$ cat src/hdl/s5hrc_pkg.sv
// ----------------------------------------------------------------------------
// s5hrc_pkg: shared types and constants
// Types and constants used by the SOCKS5 reply checker modules.
// ----------------------------------------------------------------------------
package s5hrc_pkg;

    // Handshake phase
    typedef enum logic [2:0] {
        PH_METHOD = 3'd0,
        PH_AUTH   = 3'd1,
        PH_HEADER = 3'd2,
        PH_DOMLEN = 3'd3,
        PH_SKIP   = 3'd4,
        PH_DONE   = 3'd5
    } phase_t;

    // Status codes reported with each item
    typedef enum logic [2:0] {
        ST_MORE          = 3'd0,
        ST_SEND_AUTH     = 3'd1,
        ST_SEND_CONNECT  = 3'd2,
        ST_READY         = 3'd3,
        ST_PROTO_ERR     = 3'd4,
        ST_AUTH_REQUIRED = 3'd5,
        ST_AUTH_REJECTED = 3'd6,
        ST_CONN_REJECTED = 3'd7
    } status_t;

    // Protocol byte values
    localparam logic [7:0] SOCKS_VERSION   = 8'h05;
    localparam logic [7:0] AUTH_VERSION    = 8'h01;
    localparam logic [7:0] METHOD_NONE     = 8'h00;
    localparam logic [7:0] METHOD_USERPASS = 8'h02;
    localparam logic [7:0] METHOD_REJECT   = 8'hFF;
    localparam logic [7:0] ATYP_IPV4       = 8'h01;
    localparam logic [7:0] ATYP_DOMAIN     = 8'h03;
    localparam logic [7:0] ATYP_IPV6       = 8'h04;

    // Bound address plus port lengths
    localparam logic [8:0] SKIP_IPV4 = 9'd6;
    localparam logic [8:0] SKIP_IPV6 = 9'd18;
    localparam logic [8:0] PORT_LEN  = 9'd2;

    // Byte positions within a reply
    localparam logic [1:0] POS_FIRST  = 2'd0;
    localparam logic [1:0] POS_SECOND = 2'd1;
    localparam logic [1:0] POS_THIRD  = 2'd2;
    localparam logic [1:0] POS_FOURTH = 2'd3;

    // One input item
    typedef struct packed {
        logic       restart;
        logic [7:0] rx_byte;
    } item_t;

    // Input register to core
    typedef struct packed {
        logic  valid;
        item_t item;
    } in_stage_t;

endpackage

$ cat src/hdl/s5hrc_in_stage.sv
// ----------------------------------------------------------------------------
// s5hrc_in_stage: input register
// Holds one accepted item until the core takes it; stalls the sender only
// when an item is held and the core cannot take it this cycle.
// ----------------------------------------------------------------------------
module s5hrc_in_stage (
    input  logic                 clk,
    input  logic                 rst_n,
    input  logic                 in_valid,
    output logic                 in_stall,
    input  logic                 restart,
    input  logic [7:0]           rx_byte,
    input  logic                 take,
    output s5hrc_pkg::in_stage_t stage
);

    logic             valid_reg;
    logic             valid_next;
    s5hrc_pkg::item_t item_reg;
    logic             load;

    assign in_stall = valid_reg && !take;
    assign load     = in_valid && !in_stall;

    // Occupancy
    always_comb
    begin
        valid_next = valid_reg;
        if (load)
        begin
            valid_next = 1'b1;
        end
        else if (take)
        begin
            valid_next = 1'b0;
        end
    end

    always_ff @(posedge clk or negedge rst_n)
    begin
        if (!rst_n)
        begin
            valid_reg <= 1'b0;
        end
        else
        begin
            valid_reg <= valid_next;
        end
    end

    // Payload, no reset needed
    always_ff @(posedge clk)
    begin
        if (load)
        begin
            item_reg.restart <= restart;
            item_reg.rx_byte <= rx_byte;
        end
    end

    assign stage.valid = valid_reg;
    assign stage.item  = item_reg;

endmodule

$ cat src/hdl/s5hrc_core.sv
// ----------------------------------------------------------------------------
// s5hrc_core: handshake tracker and result register
// Checks one byte per cycle, while not stalled, against the current phase,
// updates the handshake state and loads the status into the result register.
// ----------------------------------------------------------------------------
module s5hrc_core (
    input  logic                 clk,
    input  logic                 rst_n,
    input  logic                 use_auth,
    input  s5hrc_pkg::in_stage_t stage,
    output logic                 take,
    output logic                 out_valid,
    input  logic                 out_stall,
    output logic [2:0]           status,
    output logic [7:0]           reply_code
);

    s5hrc_pkg::phase_t  phase_reg, phase_next;
    logic [1:0]         pos_reg, pos_next;
    logic               bad_reg, bad_next;
    logic [7:0]         saved_code_reg, saved_code_next;
    logic [8:0]         skip_reg, skip_next;
    s5hrc_pkg::status_t final_reg, final_next;

    logic               out_valid_reg, out_valid_next;
    s5hrc_pkg::status_t status_reg;
    logic [7:0]         code_reg;

    s5hrc_pkg::status_t st;
    logic               fin;
    logic [7:0]         b;
    logic [7:0]         want_method;
    logic [8:0]         skip_dec;

    assign b           = stage.item.rx_byte;
    assign want_method = use_auth ? s5hrc_pkg::METHOD_USERPASS : s5hrc_pkg::METHOD_NONE;
    assign skip_dec    = (skip_reg != 9'd0) ? (skip_reg - 9'd1) : skip_reg;
    assign take        = stage.valid && (!out_valid_reg || !out_stall);

    // Status for this byte; fin marks a final outcome
    always_comb
    begin
        st  = s5hrc_pkg::ST_MORE;
        fin = 1'b0;
        unique case (phase_reg)
            s5hrc_pkg::PH_METHOD:
            begin
                if (pos_reg != s5hrc_pkg::POS_FIRST)
                begin
                    fin = 1'b1;
                    priority if (bad_reg)
                        st = s5hrc_pkg::ST_PROTO_ERR;
                    else if (b == s5hrc_pkg::METHOD_REJECT)
                        st = s5hrc_pkg::ST_AUTH_REQUIRED;
                    else if (b != want_method)
                        st = s5hrc_pkg::ST_PROTO_ERR;
                    else
                    begin
                        fin = 1'b0;
                        st  = use_auth ? s5hrc_pkg::ST_SEND_AUTH
                                       : s5hrc_pkg::ST_SEND_CONNECT;
                    end
                end
            end
            s5hrc_pkg::PH_AUTH:
            begin
                if (pos_reg != s5hrc_pkg::POS_FIRST)
                begin
                    if (bad_reg || b != 8'd0)
                    begin
                        fin = 1'b1;
                        st  = s5hrc_pkg::ST_AUTH_REJECTED;
                    end
                    else
                    begin
                        st = s5hrc_pkg::ST_SEND_CONNECT;
                    end
                end
            end
            s5hrc_pkg::PH_HEADER:
            begin
                if (pos_reg == s5hrc_pkg::POS_FOURTH)
                begin
                    priority if (bad_reg)
                    begin
                        fin = 1'b1;
                        st  = s5hrc_pkg::ST_PROTO_ERR;
                    end
                    else if (saved_code_reg != 8'd0)
                    begin
                        fin = 1'b1;
                        st  = s5hrc_pkg::ST_CONN_REJECTED;
                    end
                    else if (b != s5hrc_pkg::ATYP_IPV4 && b != s5hrc_pkg::ATYP_IPV6 &&
                             b != s5hrc_pkg::ATYP_DOMAIN)
                    begin
                        fin = 1'b1;
                        st  = s5hrc_pkg::ST_PROTO_ERR;
                    end
                    else
                    begin
                        st = s5hrc_pkg::ST_MORE;
                    end
                end
            end
            s5hrc_pkg::PH_DOMLEN:
            begin
                st = s5hrc_pkg::ST_MORE;
            end
            s5hrc_pkg::PH_SKIP:
            begin
                if (skip_dec == 9'd0)
                begin
                    fin = 1'b1;
                    st  = s5hrc_pkg::ST_READY;
                end
            end
            default:
            begin
                st = final_reg;
            end
        endcase
    end

    // Next handshake state
    always_comb
    begin
        phase_next      = phase_reg;
        pos_next        = pos_reg;
        bad_next        = bad_reg;
        saved_code_next = saved_code_reg;
        skip_next       = skip_reg;
        final_next      = final_reg;
        if (stage.item.restart)
        begin
            phase_next      = s5hrc_pkg::PH_METHOD;
            pos_next        = s5hrc_pkg::POS_FIRST;
            bad_next        = 1'b0;
            saved_code_next = 8'd0;
            skip_next       = 9'd0;
            final_next      = s5hrc_pkg::ST_MORE;
        end
        else if (fin)
        begin
            phase_next = s5hrc_pkg::PH_DONE;
            pos_next   = s5hrc_pkg::POS_FIRST;
            bad_next   = 1'b0;
            final_next = st;
            if (phase_reg == s5hrc_pkg::PH_SKIP)
            begin
                skip_next = skip_dec;
            end
        end
        else
        begin
            unique case (phase_reg)
                s5hrc_pkg::PH_METHOD, s5hrc_pkg::PH_AUTH:
                begin
                    if (pos_reg == s5hrc_pkg::POS_FIRST)
                    begin
                        bad_next = (phase_reg == s5hrc_pkg::PH_METHOD)
                                   ? (b != s5hrc_pkg::SOCKS_VERSION)
                                   : (b != s5hrc_pkg::AUTH_VERSION);
                        pos_next = s5hrc_pkg::POS_SECOND;
                    end
                    else
                    begin
                        phase_next = (st == s5hrc_pkg::ST_SEND_AUTH)
                                     ? s5hrc_pkg::PH_AUTH : s5hrc_pkg::PH_HEADER;
                        pos_next   = s5hrc_pkg::POS_FIRST;
                        bad_next   = 1'b0;
                    end
                end
                s5hrc_pkg::PH_HEADER:
                begin
                    unique case (pos_reg)
                        s5hrc_pkg::POS_FIRST:
                        begin
                            bad_next = (b != s5hrc_pkg::SOCKS_VERSION);
                            pos_next = s5hrc_pkg::POS_SECOND;
                        end
                        s5hrc_pkg::POS_SECOND:
                        begin
                            saved_code_next = b;
                            pos_next        = s5hrc_pkg::POS_THIRD;
                        end
                        s5hrc_pkg::POS_THIRD:
                        begin
                            bad_next = bad_reg || (b != 8'd0);
                            pos_next = s5hrc_pkg::POS_FOURTH;
                        end
                        default:
                        begin
                            // address type accepted
                            pos_next = s5hrc_pkg::POS_FIRST;
                            bad_next = 1'b0;
                            priority if (b == s5hrc_pkg::ATYP_IPV4)
                            begin
                                skip_next  = s5hrc_pkg::SKIP_IPV4;
                                phase_next = s5hrc_pkg::PH_SKIP;
                            end
                            else if (b == s5hrc_pkg::ATYP_IPV6)
                            begin
                                skip_next  = s5hrc_pkg::SKIP_IPV6;
                                phase_next = s5hrc_pkg::PH_SKIP;
                            end
                            else
                            begin
                                phase_next = s5hrc_pkg::PH_DOMLEN;
                            end
                        end
                    endcase
                end
                s5hrc_pkg::PH_DOMLEN:
                begin
                    skip_next  = {1'b0, b} + s5hrc_pkg::PORT_LEN;
                    phase_next = s5hrc_pkg::PH_SKIP;
                    pos_next   = s5hrc_pkg::POS_FIRST;
                    bad_next   = 1'b0;
                end
                s5hrc_pkg::PH_SKIP:
                begin
                    skip_next = skip_dec;
                end
                default:
                begin
                    // done: hold
                end
            endcase
        end
    end

    // Result register occupancy
    always_comb
    begin
        out_valid_next = out_valid_reg;
        if (take)
        begin
            out_valid_next = 1'b1;
        end
        else if (!out_stall)
        begin
            out_valid_next = 1'b0;
        end
    end

    // Control state
    always_ff @(posedge clk or negedge rst_n)
    begin
        if (!rst_n)
        begin
            phase_reg      <= s5hrc_pkg::PH_METHOD;
            pos_reg        <= s5hrc_pkg::POS_FIRST;
            bad_reg        <= 1'b0;
            saved_code_reg <= 8'd0;
            skip_reg       <= 9'd0;
            final_reg      <= s5hrc_pkg::ST_MORE;
            out_valid_reg  <= 1'b0;
        end
        else
        begin
            out_valid_reg <= out_valid_next;
            if (take)
            begin
                phase_reg      <= phase_next;
                pos_reg        <= pos_next;
                bad_reg        <= bad_next;
                saved_code_reg <= saved_code_next;
                skip_reg       <= skip_next;
                final_reg      <= final_next;
            end
        end
    end

    // Result payload
    always_ff @(posedge clk)
    begin
        if (take)
        begin
            if (stage.item.restart)
            begin
                status_reg <= s5hrc_pkg::ST_MORE;
                code_reg   <= 8'd0;
            end
            else
            begin
                status_reg <= st;
                code_reg   <= (st == s5hrc_pkg::ST_CONN_REJECTED) ? saved_code_reg : 8'd0;
            end
        end
    end

    assign out_valid  = out_valid_reg;
    assign status     = status_reg;
    assign reply_code = code_reg;

endmodule

$ cat src/hdl/socks5_handshake_reply_checker_unit.sv
// ----------------------------------------------------------------------------
// socks5_handshake_reply_checker_unit: SOCKS5 client reply checker
// Follows the proxy side of a SOCKS5 client handshake, one byte per item.
// ----------------------------------------------------------------------------
// Takes one received byte per cycle while not stalled and returns one status
// item per byte: method reply, optional username/password reply, connect reply
// header, then the bound address and port are skipped. Throughput is one item
// per clock while out_stall is low; each byte passes the input register, then
// the whole per-byte check and state update, then the result register.
// Once a final status is reached it is repeated until an item with restart
// set. use_authentication is written through its own valid/ready port and is
// always ready; write it only while no items are in flight.
module socks5_handshake_reply_checker_unit (
    input  logic       clk,
    input  logic       rst_n,
    // configuration
    input  logic       cfg_valid,
    output logic       cfg_ready,
    input  logic       use_authentication,
    // input items
    input  logic       in_valid,
    output logic       in_stall,
    input  logic       restart,
    input  logic [7:0] rx_byte,
    // result items
    output logic       out_valid,
    input  logic       out_stall,
    output logic [2:0] status,
    output logic [7:0] reply_code
);

    logic                 use_auth_reg;
    logic                 take;
    s5hrc_pkg::in_stage_t stage;

    assign cfg_ready = 1'b1;

    // Configuration register
    always_ff @(posedge clk or negedge rst_n)
    begin
        if (!rst_n)
        begin
            use_auth_reg <= 1'b0;
        end
        else if (cfg_valid && cfg_ready)
        begin
            use_auth_reg <= use_authentication;
        end
    end

    s5hrc_in_stage u_in_stage (
        .clk      (clk),
        .rst_n    (rst_n),
        .in_valid (in_valid),
        .in_stall (in_stall),
        .restart  (restart),
        .rx_byte  (rx_byte),
        .take     (take),
        .stage    (stage)
    );

    s5hrc_core u_core (
        .clk        (clk),
        .rst_n      (rst_n),
        .use_auth   (use_auth_reg),
        .stage      (stage),
        .take       (take),
        .out_valid  (out_valid),
        .out_stall  (out_stall),
        .status     (status),
        .reply_code (reply_code)
    );

endmodule
$ cat config.mk
export PLATFORM = sky130hd
export DESIGN_NAME = socks5_handshake_reply_checker_unit
export DESIGN_NICKNAME = d
export VERILOG_FILES = /design/src/hdl/s5hrc_pkg.sv /design/src/hdl/s5hrc_in_stage.sv /design/src/hdl/s5hrc_core.sv /design/src/hdl/socks5_handshake_reply_checker_unit.sv
export SDC_FILE = /design/constraint.sdc
export NUM_CORES = 1
export LEC_CHECK = 0
export BUFFER_PORTS_ARGS = -buffer_cell sky130_fd_sc_hd__buf_4
export CAP_MARGIN = 20
export CELL_PAD_IN_SITES_DETAIL_PLACEMENT = 1
export CELL_PAD_IN_SITES_GLOBAL_PLACEMENT = 2
export CORE_MARGIN = 1
export CORE_UTILIZATION = 35
export DETAILED_ROUTE_END_ITERATION = 6
export PLACE_DENSITY_LB_ADDON = 0.1
export SLEW_MARGIN = 10
export SYNTH_ARGS = -nofsm -noshare
export SYNTH_HDL_FRONTEND = slang
export SYNTH_SLANG_ARGS = --single-unit
$ cat constraint.sdc
create_clock -name clk -period 7.75 [get_ports clk]
set_input_delay 0.775 -clock clk [delete_from_list [all_inputs] [get_ports clk]]
set_output_delay 0.775 -clock clk [all_outputs]
set_load 0.01 [all_outputs]
==> results_dict.tcl, run 1 <==
set metrics [dict create \
    outcome "complete, no violations" \
    grtUsageTotal_pct 20.0 \
    synthSimpleGateAreaFrac_pct 23.0 \
    rsz0062_at_grt "false" \
    p_leak_nw 1.32 \
    yosysSeqAreaShare_pct 45.5 \
    synth-seq-cells 49 \
    synthArstFlopShare_pct 59.2 \
    nNetsFinal 328 \
    cts_tree "done" \
    coreArea_sq_um 7890 \
    grt_max_degree 30 \
    yosysMostFrequentCell "dfrtp_1" \
    gp_congestion 0.828 \
    setup_tns_ns 0 \
    arrival_ns 3.44 \
    relSlewSlack_pct 42.3 \
    area_delta_synth_final_pct 13.2 \
    cts.repair.resized 0 \
    seq_power_share_pct 37.4 \
    path_max_fanout 8 \
    die_area_sq_um 8700 \
    synth_top_family_by_area "simple AND/OR/NAND/NOR gates" \
    synth_top_area_cell "dfrtp_1" \
    netlist_top_cells_area "dfrtp_1 (25%), edfxtp_1 (21%), ha_1 (3.4%)" \
    synth-adder-area-share_pct 3.43 \
    via_per_inst 5.65 \
    grt-ovfl-total 0 \
    pin_count 29 \
    drtPass1Iterations 4 \
    combPwrFrac_pct 46.4 \
    power.share.switching_pct 43.9 \
    place_area_sq_um 3200 \
    final_antenna_net_count 0 \
    criticalPathCategory "reg2reg" \
    peakVddDrop_mv 0.0924 \
    ys.warnings.count 0 \
    post-route-min-period_ns 3.37 \
    clock.fmax_mhz 296 \
    grt_pass1_wl_um 13300 \
    dpl.hpwl_um 5890 \
    vias 2304 \
    synth.area.mux_share_pct 3.35 \
    p_per_area_nw_per_um2 327 \
    numCtsBuffers 5 \
    switchingPower_mw 0.474 \
    synth_edf_count 20 \
    final_hold_viol_count 0 \
    initial_utilization_pct 37.0 \
    final_area_sq_um 3300 \
    power.share.clock_pct 16.2 \
    cts_setup_buffers 0 \
    post_drt_wl_per_cell_um 19.5 \
    drt_wl_total_um 7970 \
    dominantRegCellSynth "dfrtp_1" \
    cp.required_ns 7.82 \
    setup_viol 0 \
    die_h_um 93.3 \
    cp-end-kind "flop" \
    skew_ns 0.0117 \
    syn_inst 283 \
    rows 32 \
    clk_path_buf_depth 2 \
    clock-sinks 49 \
    htree_levels 2 \
    cp-start-kind "flop" \
    diodes 0 \
    hold_buffers 0 \
    synth_area_sq_um 2920 \
    die_w_um 93.3 \
    ys_types 66 \
    synth_compound_area_share_pct 19.2 \
    worstMarginPinSlew_ns 0.865 \
    netlist_top_cells_count "dfrtp_1 (29), nor2_1 (22), edfxtp_1 (20)" \
    maxCapViolCount 0 \
    p_int_mw 0.605 \
    min_period_over_period_pct 43.5 \
    avgSynthCellArea_sq_um 10.3 \
    first_global_vias 2439 \
    finalMaxSlewViolations 0 \
    drtIter0Drc 59 \
    synth-xor-area-share_pct 2.40 \
    grt_antenna_before_repair 0 \
    drc 0 \
    cts-root-buf "clkbuf_8" \
    yosysTopAreaCellShare_pct 24.9 \
    min_path_type "in2async" \
    clock_latency_ns 0.31 \
    numPortBuffers 27 \
    drive_gt1_share_pct 19.0 \
    clkSlewWorstSetupHoldPaths_ns 0.11 \
    synth_nets 306 \
]
-- per-layer routing --
metal  vias up  global-route usage, %  part of all wire [%]
met4         0                   5.64                   2.1
met5         -                      0                     0
met2        34                   33.9                    48
met3        14                   3.17                   2.2
li1       1115                      -                     -
met1      1141                   26.4                    48
-- placed cells by master (no fill, tap or decap), drive strengths merged, types with 5 or more instances in the layout --
master and instances:
nand3 5, or3 5, o21ai 16, nor2 22
edfxtp 20, a22o 11, xnor2 6, inv 9
mux2 6, nand2b 8, o31ai 8, ha 8
clkbuf 6, nand2 16, and2 9, dfrtp 29
buf 28, nor3 7, nor4 5, a21oi 16
-- final cells by class --
class                   instances  area (sq um)
clock buffers                   6          82.6
clock inverters                 2          17.5
fillers                       895          4590
inverters                       9          33.8
multi-input cells             212          1500
flip-flops and latches         49          1330
well taps                     102           128
repair buffers                 28           210
-- critical path, stage by stage, from the launching register on --
cell and delay, ns:
dfrtp_1 0.45, inv_1 0.12, ha_1 0.24, or3b_2 0.55
or2_0 0.25, a311oi_1 0.51, nor4_1 0.20, o32ai_2 0.47
nor4_4 0.12, and2_1 0.21
-- per-stage QoR --
step	hold WS, ns	util (%)	total power [mW]	setup slack (ns)	std cells
after global routing	0.412	41.8	1.16	4.19	408
after detailed placement	0.506	40.6	0.909	4.46	400
after floorplan	0.457	-	0.769	4.82	283
final	0.384	41.8	1.08	4.38	408
after global placement	0.487	40.6	0.907	4.51	400
after CTS	0.399	41.8	1.09	4.40	408
-- power groups by stage --
| stage | logic [mW] | clock network (mW) | registers (mW) |
|---|---|---|---|
| after CTS | 0.502 | 0.181 | 0.403 |
| final | 0.501 | 0.175 | 0.403 |
| after detailed placement | 0.500 | 0 | 0.409 |
| after global placement | 0.498 | 0 | 0.409 |
| after floorplan | 0.407 | 0 | 0.363 |
| after global routing | 0.558 | 0.188 | 0.414 |
-- logic make-up (layout without fill, tap and decap cells) --
logic type / count (synthesis) / after routing
buffers and inverters: 22 / 45
adder cells (fa/ha/maj): 8 / 8
XOR/XNOR: 8 / 8
flip-flops: 49 / 49
multiplexers: 9 / 9
AO/OA/AOI/OAI: 78 / 78
other: 1 / 1
AND/OR/NAND/NOR: 108 / 108
-- worst paths after layout --
check	start	endpoint	slack, ns	cells past startpoint
max	u_core.skip_reg[0]	u_core.reply_code[2]	4.38	9
min	rst_n	u_core.saved_code_reg[2]	0.38	1
max reg2reg	u_core.skip_reg[0]	u_core.reply_code[2]	4.38	9
min reg2reg	u_in_stage.valid_reg	u_core.out_valid	0.51	1
max in group asynchronous	rst_n	use_auth_reg	7.07	1
min in group clk	u_in_stage.valid_reg	u_core.out_valid	0.51	1
Note: power is estimated with default switching activity, not from simulation.
==> inputs of run 2 (changes only) <==
clock period = 3 ns   (was 7.75 ns; I/O delays follow)
==> run 2 against run 1 <==
Flip-flop and latch count is the same; worst hold slack worse by 0.23 ns; clock skew is 0.0044 ns lower; sequential power up 140%; die area unchanged; combinational power rose to 3.8 times the previous value; cell count grew 9.8%; register-to-register slack worse by 4.3 ns; total power rose to 3.0 times the previous value; sequential share of layout area down 4.4 points; first-iteration DRC count rose by 85%; global-route usage up 1.7 points; largest cell class unchanged; largest power group unchanged.
==> results_dict.tcl, run 2 (same netlist as run 1, synthesis figures left out) <==
set metrics [dict create \
    outcome "complete, no violations" \
    clk_path_buf_depth 2 \
    numCtsBuffers 5 \
    met2_usage_pct 35.4 \
    grtUsageTotal_pct 21.7 \
    arrival_ns 3.15 \
    min_path_type "in2reg" \
    setup_viol 0 \
    cts_tree "done" \
    p_per_area_nw_per_um2 882 \
    relSlewSlack_pct 57.8 \
    final_cell_mix "buf_4 (65), dfrtp_1 (28), nor2_1 (20), edfxtp_1 (20), nand2_1 (16)" \
    gp_congestion 0.790 \
    drive_gt1_share_pct 31.8 \
    die_area_sq_um 8700 \
    fin_cells 448 \
    min_period_over_period_pct 98.3 \
    post-route-min-period_ns 2.95 \
    numPortBuffers 27 \
    crit_buf_inv 3 \
    criticalPathCategory "reg2reg" \
    skew_ns 0.00732 \
    htree_levels 2 \
    drc 0 \
    final_antenna_net_count 0 \
    cpMostUsedCell "buf_4" \
    cts-root-buf "clkbuf_8" \
    worstReg2RegStart "u_core.skip_reg[0]" \
    clock-sinks 49 \
    combPwrFrac_pct 58.0 \
    critical_path_depth 9 \
    place_area_sq_um 3460 \
    grt-ovfl-total 0 \
    cp.required_ns 3.20 \
    switchingPower_mw 1.41 \
    post_drt_wl_per_cell_um 19.8 \
    via_per_inst 5.61 \
    max_stage_delay_ns 0.52 \
    final_hold_viol_count 0 \
    power.share.clock_pct 12.3 \
    use_met1_pct 29.1 \
    critPathTopFamily "simple AND/OR/NAND/NOR gates" \
    pin_count 29 \
    peakVddDrop_mv 0.280 \
    maxCapViolCount 0 \
    drt_wl_total_um 8870 \
    vias 2514 \
    grt_use_met3_pct 3.50 \
    rows 32 \
    rr_endpoint "u_core.phase_reg[2]" \
    clkSlewWorstSetupHoldPaths_ns 0.10 \
    p_int_mw 1.86 \
    die_h_um 93.3 \
    grt_pass1_wl_um 14000 \
    grt.busiest_layer "met2" \
    clock_latency_ns 0.31 \
    cp-end-kind "flop" \
    final_area_sq_um 3710 \
    critPathLaunch "u_core.skip_reg[0]" \
    die_w_um 93.3 \
    finalMaxSlewViolations 0 \
    initial_utilization_pct 37.0 \
    multi_input_area_sq_um 1620 \
    placed_cells 435 \
    nNetsFinal 368 \
    regArea_sq_um 1330 \
    drtIter0Drc 109 \
    seq_power_share_pct 29.7 \
    power.share.switching_pct 43.1 \
    reg2reg_depth 9 \
    p_leak_nw 1.53 \
    coreArea_sq_um 7890 \
    cp_slowest_cell "or4_4" \
    grt_antenna_before_repair 0 \
    r2r_slack_ns 0.05 \
    grt_max_degree 30 \
    drtPass1Iterations 4 \
    cp-endpoint "u_core.phase_reg[2]" \
    clock.fmax_mhz 339 \
    worstMarginPinSlew_ns 0.631 \
    cp-start-kind "flop" \
    path_max_fanout 5 \
    diodes 0 \
    dpl.hpwl_um 6610 \
    first_global_vias 2570 \
    mostFrequentLayoutCell "buf_4" \
    setup_tns_ns 0 \
    num-fill-cells 892 \
    area_delta_synth_final_pct 27.4 \
    crit_chain "buf_4, or4_4, o21ai_1, o311ai_2, buf_4, nor4b_4, buf_4, o31a_1, mux2_2" \
]
==> run 2: cell types whose count changed in the layout (fill, tap and decap cells not counted), moves of 2 or more <==
cell / delta
buf_4: +37
buf_6: +2
o32ai_2: -2
o32ai_4: +2
nor2_2: +2
nor2_1: -2
==> run 2: layer usage <==
| layer | share of wire [%] | up-vias |
|---|---|---|
| li1 | - | 1195 |
| met1 | 46 | 1262 |
| met2 | 49 | 43 |
| met3 | 2.6 | 14 |
| met4 | 1.9 | 0 |
| met5 | 0 | - |
==> run 2: cell type report <==
type | count | area share (%)
clock buffers | 6 | 1.95
clock inverters | 2 | 0.438
inverters | 9 | 0.909
multi-input cells | 212 | 43.5
flip-flops and latches | 49 | 35.7
well taps | 102 | 3.44
repair buffers | 68 | 14.0
==> run 2: power by group through the flow <==
stage	combinational [mW]	clock (mW)	sequential, mW
after floorplan	1.05	0	0.937
after global placement	1.65	0	0.971
after detailed placement	1.67	0	0.976
after CTS	1.72	0.423	0.962
after global routing	2.07	0.443	0.988
final	1.90	0.403	0.972
==> run 2: how the worst min path moves through the flow <==
stage / startpoint / end / slack (ns) / cells after the start
after floorplan: rst_n / u_core.bad_reg / 0.004 / 0
after global placement: rst_n / u_core.saved_code_reg[6] / 0.27 / 1
after detailed placement: rst_n / u_core.skip_reg[5] / 0.27 / 1
after CTS: restart / u_in_stage.stage[8] / 0.15 / 1
after global routing: restart / u_in_stage.stage[8] / 0.14 / 1
final: restart / u_in_stage.stage[8] / 0.16 / 1
==> run 2: repair_timing <==
action | 4_1_cts | 5_1_grt
setup buffers | 2 | 3
pin swaps | 3 | 3
hold endpoints to repair | 29 | 0
hold buffers | 1 | 0
setup endpoints to repair | 8 | 25
resized for setup | 3 | 22
==> run 2: metrics by stage <==
step           worst slack [ns]  hold slack [ns]  total power [mW]  util [%]
5_1_grt                 -0.0579            0.139              3.50      47.1
2_1_floorplan            0.0668          0.00441              1.99         -
3_3_place_gp             0.0504            0.268              2.62      43.9
4_1_cts                 0.00793            0.146              3.10      45.5
3_5_place_dp           -0.00160            0.274              2.64      43.9
6_report                 0.0499            0.157              3.28      47.1
==> inputs of run 3 (changes only) <==
ABC_AREA = 1   (was not set)
CORE_UTILIZATION = 31   (was 35)
==> run 3 against run 2 <==
Clock skew increased by 0.0017 ns; synthesized cell count increased by 48%; flip-flop and latch count unchanged; first-iteration DRC count decreased by 17%; area after synthesis increased by 8.3%; global-route usage decreased by 3.3 points; maximum frequency increased by 13%; critical path type unchanged; largest power group unchanged.
==> results_dict.tcl, run 3 <==
set metrics [dict create \
    outcome "complete, no violations" \
    coreArea_sq_um 9820 \
    ys.warnings.count 0 \
    netlist_top_cells_area "dfrtp_1 (23%), edfxtp_1 (19%), nand2_1 (14%)" \
    numPortBuffers 27 \
    mostFrequentLayoutCell "nand2_1" \
    synth.area.mux_share_pct 0.357 \
    ys_types 41 \
    gp_congestion 0.852 \
    dp_worst_setup_slack_ns 0.419 \
    clock_latency_ns 0.32 \
    r2r_slack_ns 0.38 \
    skew_ns 0.00897 \
    setup_tns_ns 0 \
    synth-seq-cells 49 \
    avgSynthCellArea_sq_um 7.56 \
    clock.fmax_mhz 382 \
    vias 2793 \
    die_w_um 103 \
    min_path_type "in2reg" \
    cp.required_ns 3.25 \
    p_leak_nw 1.68 \
    grtUsageTotal_pct 18.4 \
    drive_gt1_share_pct 15.1 \
    pin_count 29 \
    htree_levels 2 \
    maxCapViolCount 0 \
    worstReg2RegStart "u_core.skip_reg[0]" \
    final_cell_mix "nand2_1 (114), inv_1 (59), nor2_1 (35), buf_4 (32), nand3_1 (31)" \
    via_per_inst 4.78 \
    crit_chain "inv_1, ha_1, nand2_1, nor2_1, nand2_1, nand3_1, nand2_1, nor2_2, nand3_4, nand3_4, nand3_4, nor2_4, nand2_1, o21ai_2" \
    worstMarginPinSlew_ns 0.615 \
    clk_path_buf_depth 2 \
    critPathTopFamily "simple AND/OR/NAND/NOR gates" \
    drc 0 \
    synthArstFlopShare_pct 59.2 \
    yosysSeqAreaShare_pct 42.0 \
    cpMostUsedCell "nand2_1" \
    yosysMostFrequentCell "nand2_1" \
    netlist_top_cells_count "nand2_1 (114), inv_1 (59), nor2_1 (35)" \
    grt_antenna_before_repair 0 \
    relSlewSlack_pct 59.0 \
    first_global_vias 2836 \
    crit_buf_inv 1 \
    drtPass1Iterations 4 \
    final_antenna_net_count 0 \
    dpl.hpwl_um 7170 \
    synth_compound_area_share_pct 10.3 \
    synth_top_family_by_area "simple AND/OR/NAND/NOR gates" \
    area_delta_synth_final_pct 15.3 \
    syn_inst 418 \
    die_h_um 103 \
    nNetsFinal 474 \
    die_area_sq_um 10600 \
    grt_max_degree 30 \
    drtIter0Drc 90 \
    cts-root-buf "clkbuf_8" \
    post-route-min-period_ns 2.62 \
    whs_endpoint "u_in_stage.stage[1]" \
    cp_slowest_cell "dfrtp_1" \
    post_drt_wl_per_cell_um 15.3 \
    num-fill-cells 1244 \
    setup_viol 0 \
    yosysTopAreaCellShare_pct 23.0 \
    hold_ws_ns 0.157 \
    synthSimpleGateAreaFrac_pct 33.8 \
    clock-sinks 49 \
    min_period_over_period_pct 87.2 \
    final_hold_viol_count 0 \
    synth_top_area_cell "dfrtp_1" \
    timing.final.ws_setup_ns 0.383 \
    finalMaxSlewViolations 0 \
    cts_tree "done" \
    drt_wl_total_um 8910 \
    min-delay-start "rx_byte[1]" \
    dominantRegCellSynth "dfrtp_1" \
    synth_edf_count 20 \
    rsz0062_at_grt "false" \
    initial_utilization_pct 32.2 \
    arrival_ns 2.87 \
    synth_area_sq_um 3160 \
    synth_nets 441 \
    reg2reg_depth 14 \
    grt-ovfl-total 0 \
    path_max_fanout 12 \
    rr_endpoint "u_core.skip_reg[5]" \
    p_per_area_nw_per_um2 926 \
    grt_pass1_wl_um 14600 \
    min_path_cells 1 \
    cp-end-kind "flop" \
    peakVddDrop_mv 0.510 \
    numCtsBuffers 5 \
    cp-start-kind "flop" \
    clkSlewWorstSetupHoldPaths_ns 0.09 \
    diodes 0 \
    rows 36 \
    max_stage_delay_ns 0.40 \
    synth-adder-area-share_pct 3.17 \
    synth-xor-area-share_pct 1.11 \
    criticalPathCategory "reg2reg" \
]
## run 3: worst max-delay path by stage
stage | start | end | depth (start not counted)
final | u_core.skip_reg[0] | u_core.skip_reg[5] | 14
after global routing | u_core.skip_reg[0] | u_core.reply_code[3] | 12
after CTS | u_core.skip_reg[0] | u_core.skip_reg[5] | 14
after detailed placement | u_core.skip_reg[0] | u_core.skip_reg[5] | 14
after global placement | u_core.skip_reg[0] | u_core.skip_reg[5] | 14
after floorplan | u_core.skip_reg[0] | u_core.skip_reg[7] | 16
## run 3: worst reg2reg max path, delay by kind of cell, from the launching register on
family | cells | cell delay [ns]
AOI/OAI and AO/OA | 1 | 0.08
buffers and inverters | 1 | 0.18
and+or+nand+nor | 11 | 1.66
DFF | 1 | 0.40
adders and majority gates | 1 | 0.24
## run 3: what timing repair did
action / 4_1_cts / 5_1_grt
setup buffers: 0 / 0
hold buffers: 1 / 0
resized for setup: 0 / 0
hold endpoints to repair: 29 / 0
## run 3: cell type report
cell class	instances	area [sq um]	area share, %
Sequential cell	49	1330	36.4
Tap cell	133	166	4.57
Timing Repair Buffer	33	250	6.88
Multi-Input combinational cell	298	1550	42.5
Clock buffer	5	68.8	1.89
Inverter	64	241	6.63
Clock inverter	2	38.8	1.07
## run 3: report_power, final
part	total, mW	switching [mW]	internal, mW
clock network	0.490	0.243	0.247
logic	1.84	1.27	0.575
registers	1.04	0.164	0.878
## run 3: kinds of logic after synthesis
group | count (synthesis)
adder cells (fa/ha/maj) | 8
flip-flops | 49
XOR/XNOR | 4
multiplexers | 1
AND/OR/NAND/NOR | 226
buffers and inverters | 71
AO/OA/AOI/OAI | 58
other | 1
## run 3: per-stage QoR
step	utilization (%)	power [mW]	instances	cell area, sq um
finish	37.1	3.37	584	3640
global route	37.1	3.70	584	3640
CTS	37.1	3.40	584	3640
detailed placement	35.9	2.90	576	3520
global placement	35.9	2.90	576	3520
floorplan	-	2.38	418	3160
## run 3: per-layer routing
metal | track usage [%] | share of wire [%]
met1 | 23.6 | 48
met4 | 4.77 | 1.4
met2 | 32.4 | 48
met5 | 0 | 0
met3 | 2.51 | 2.2
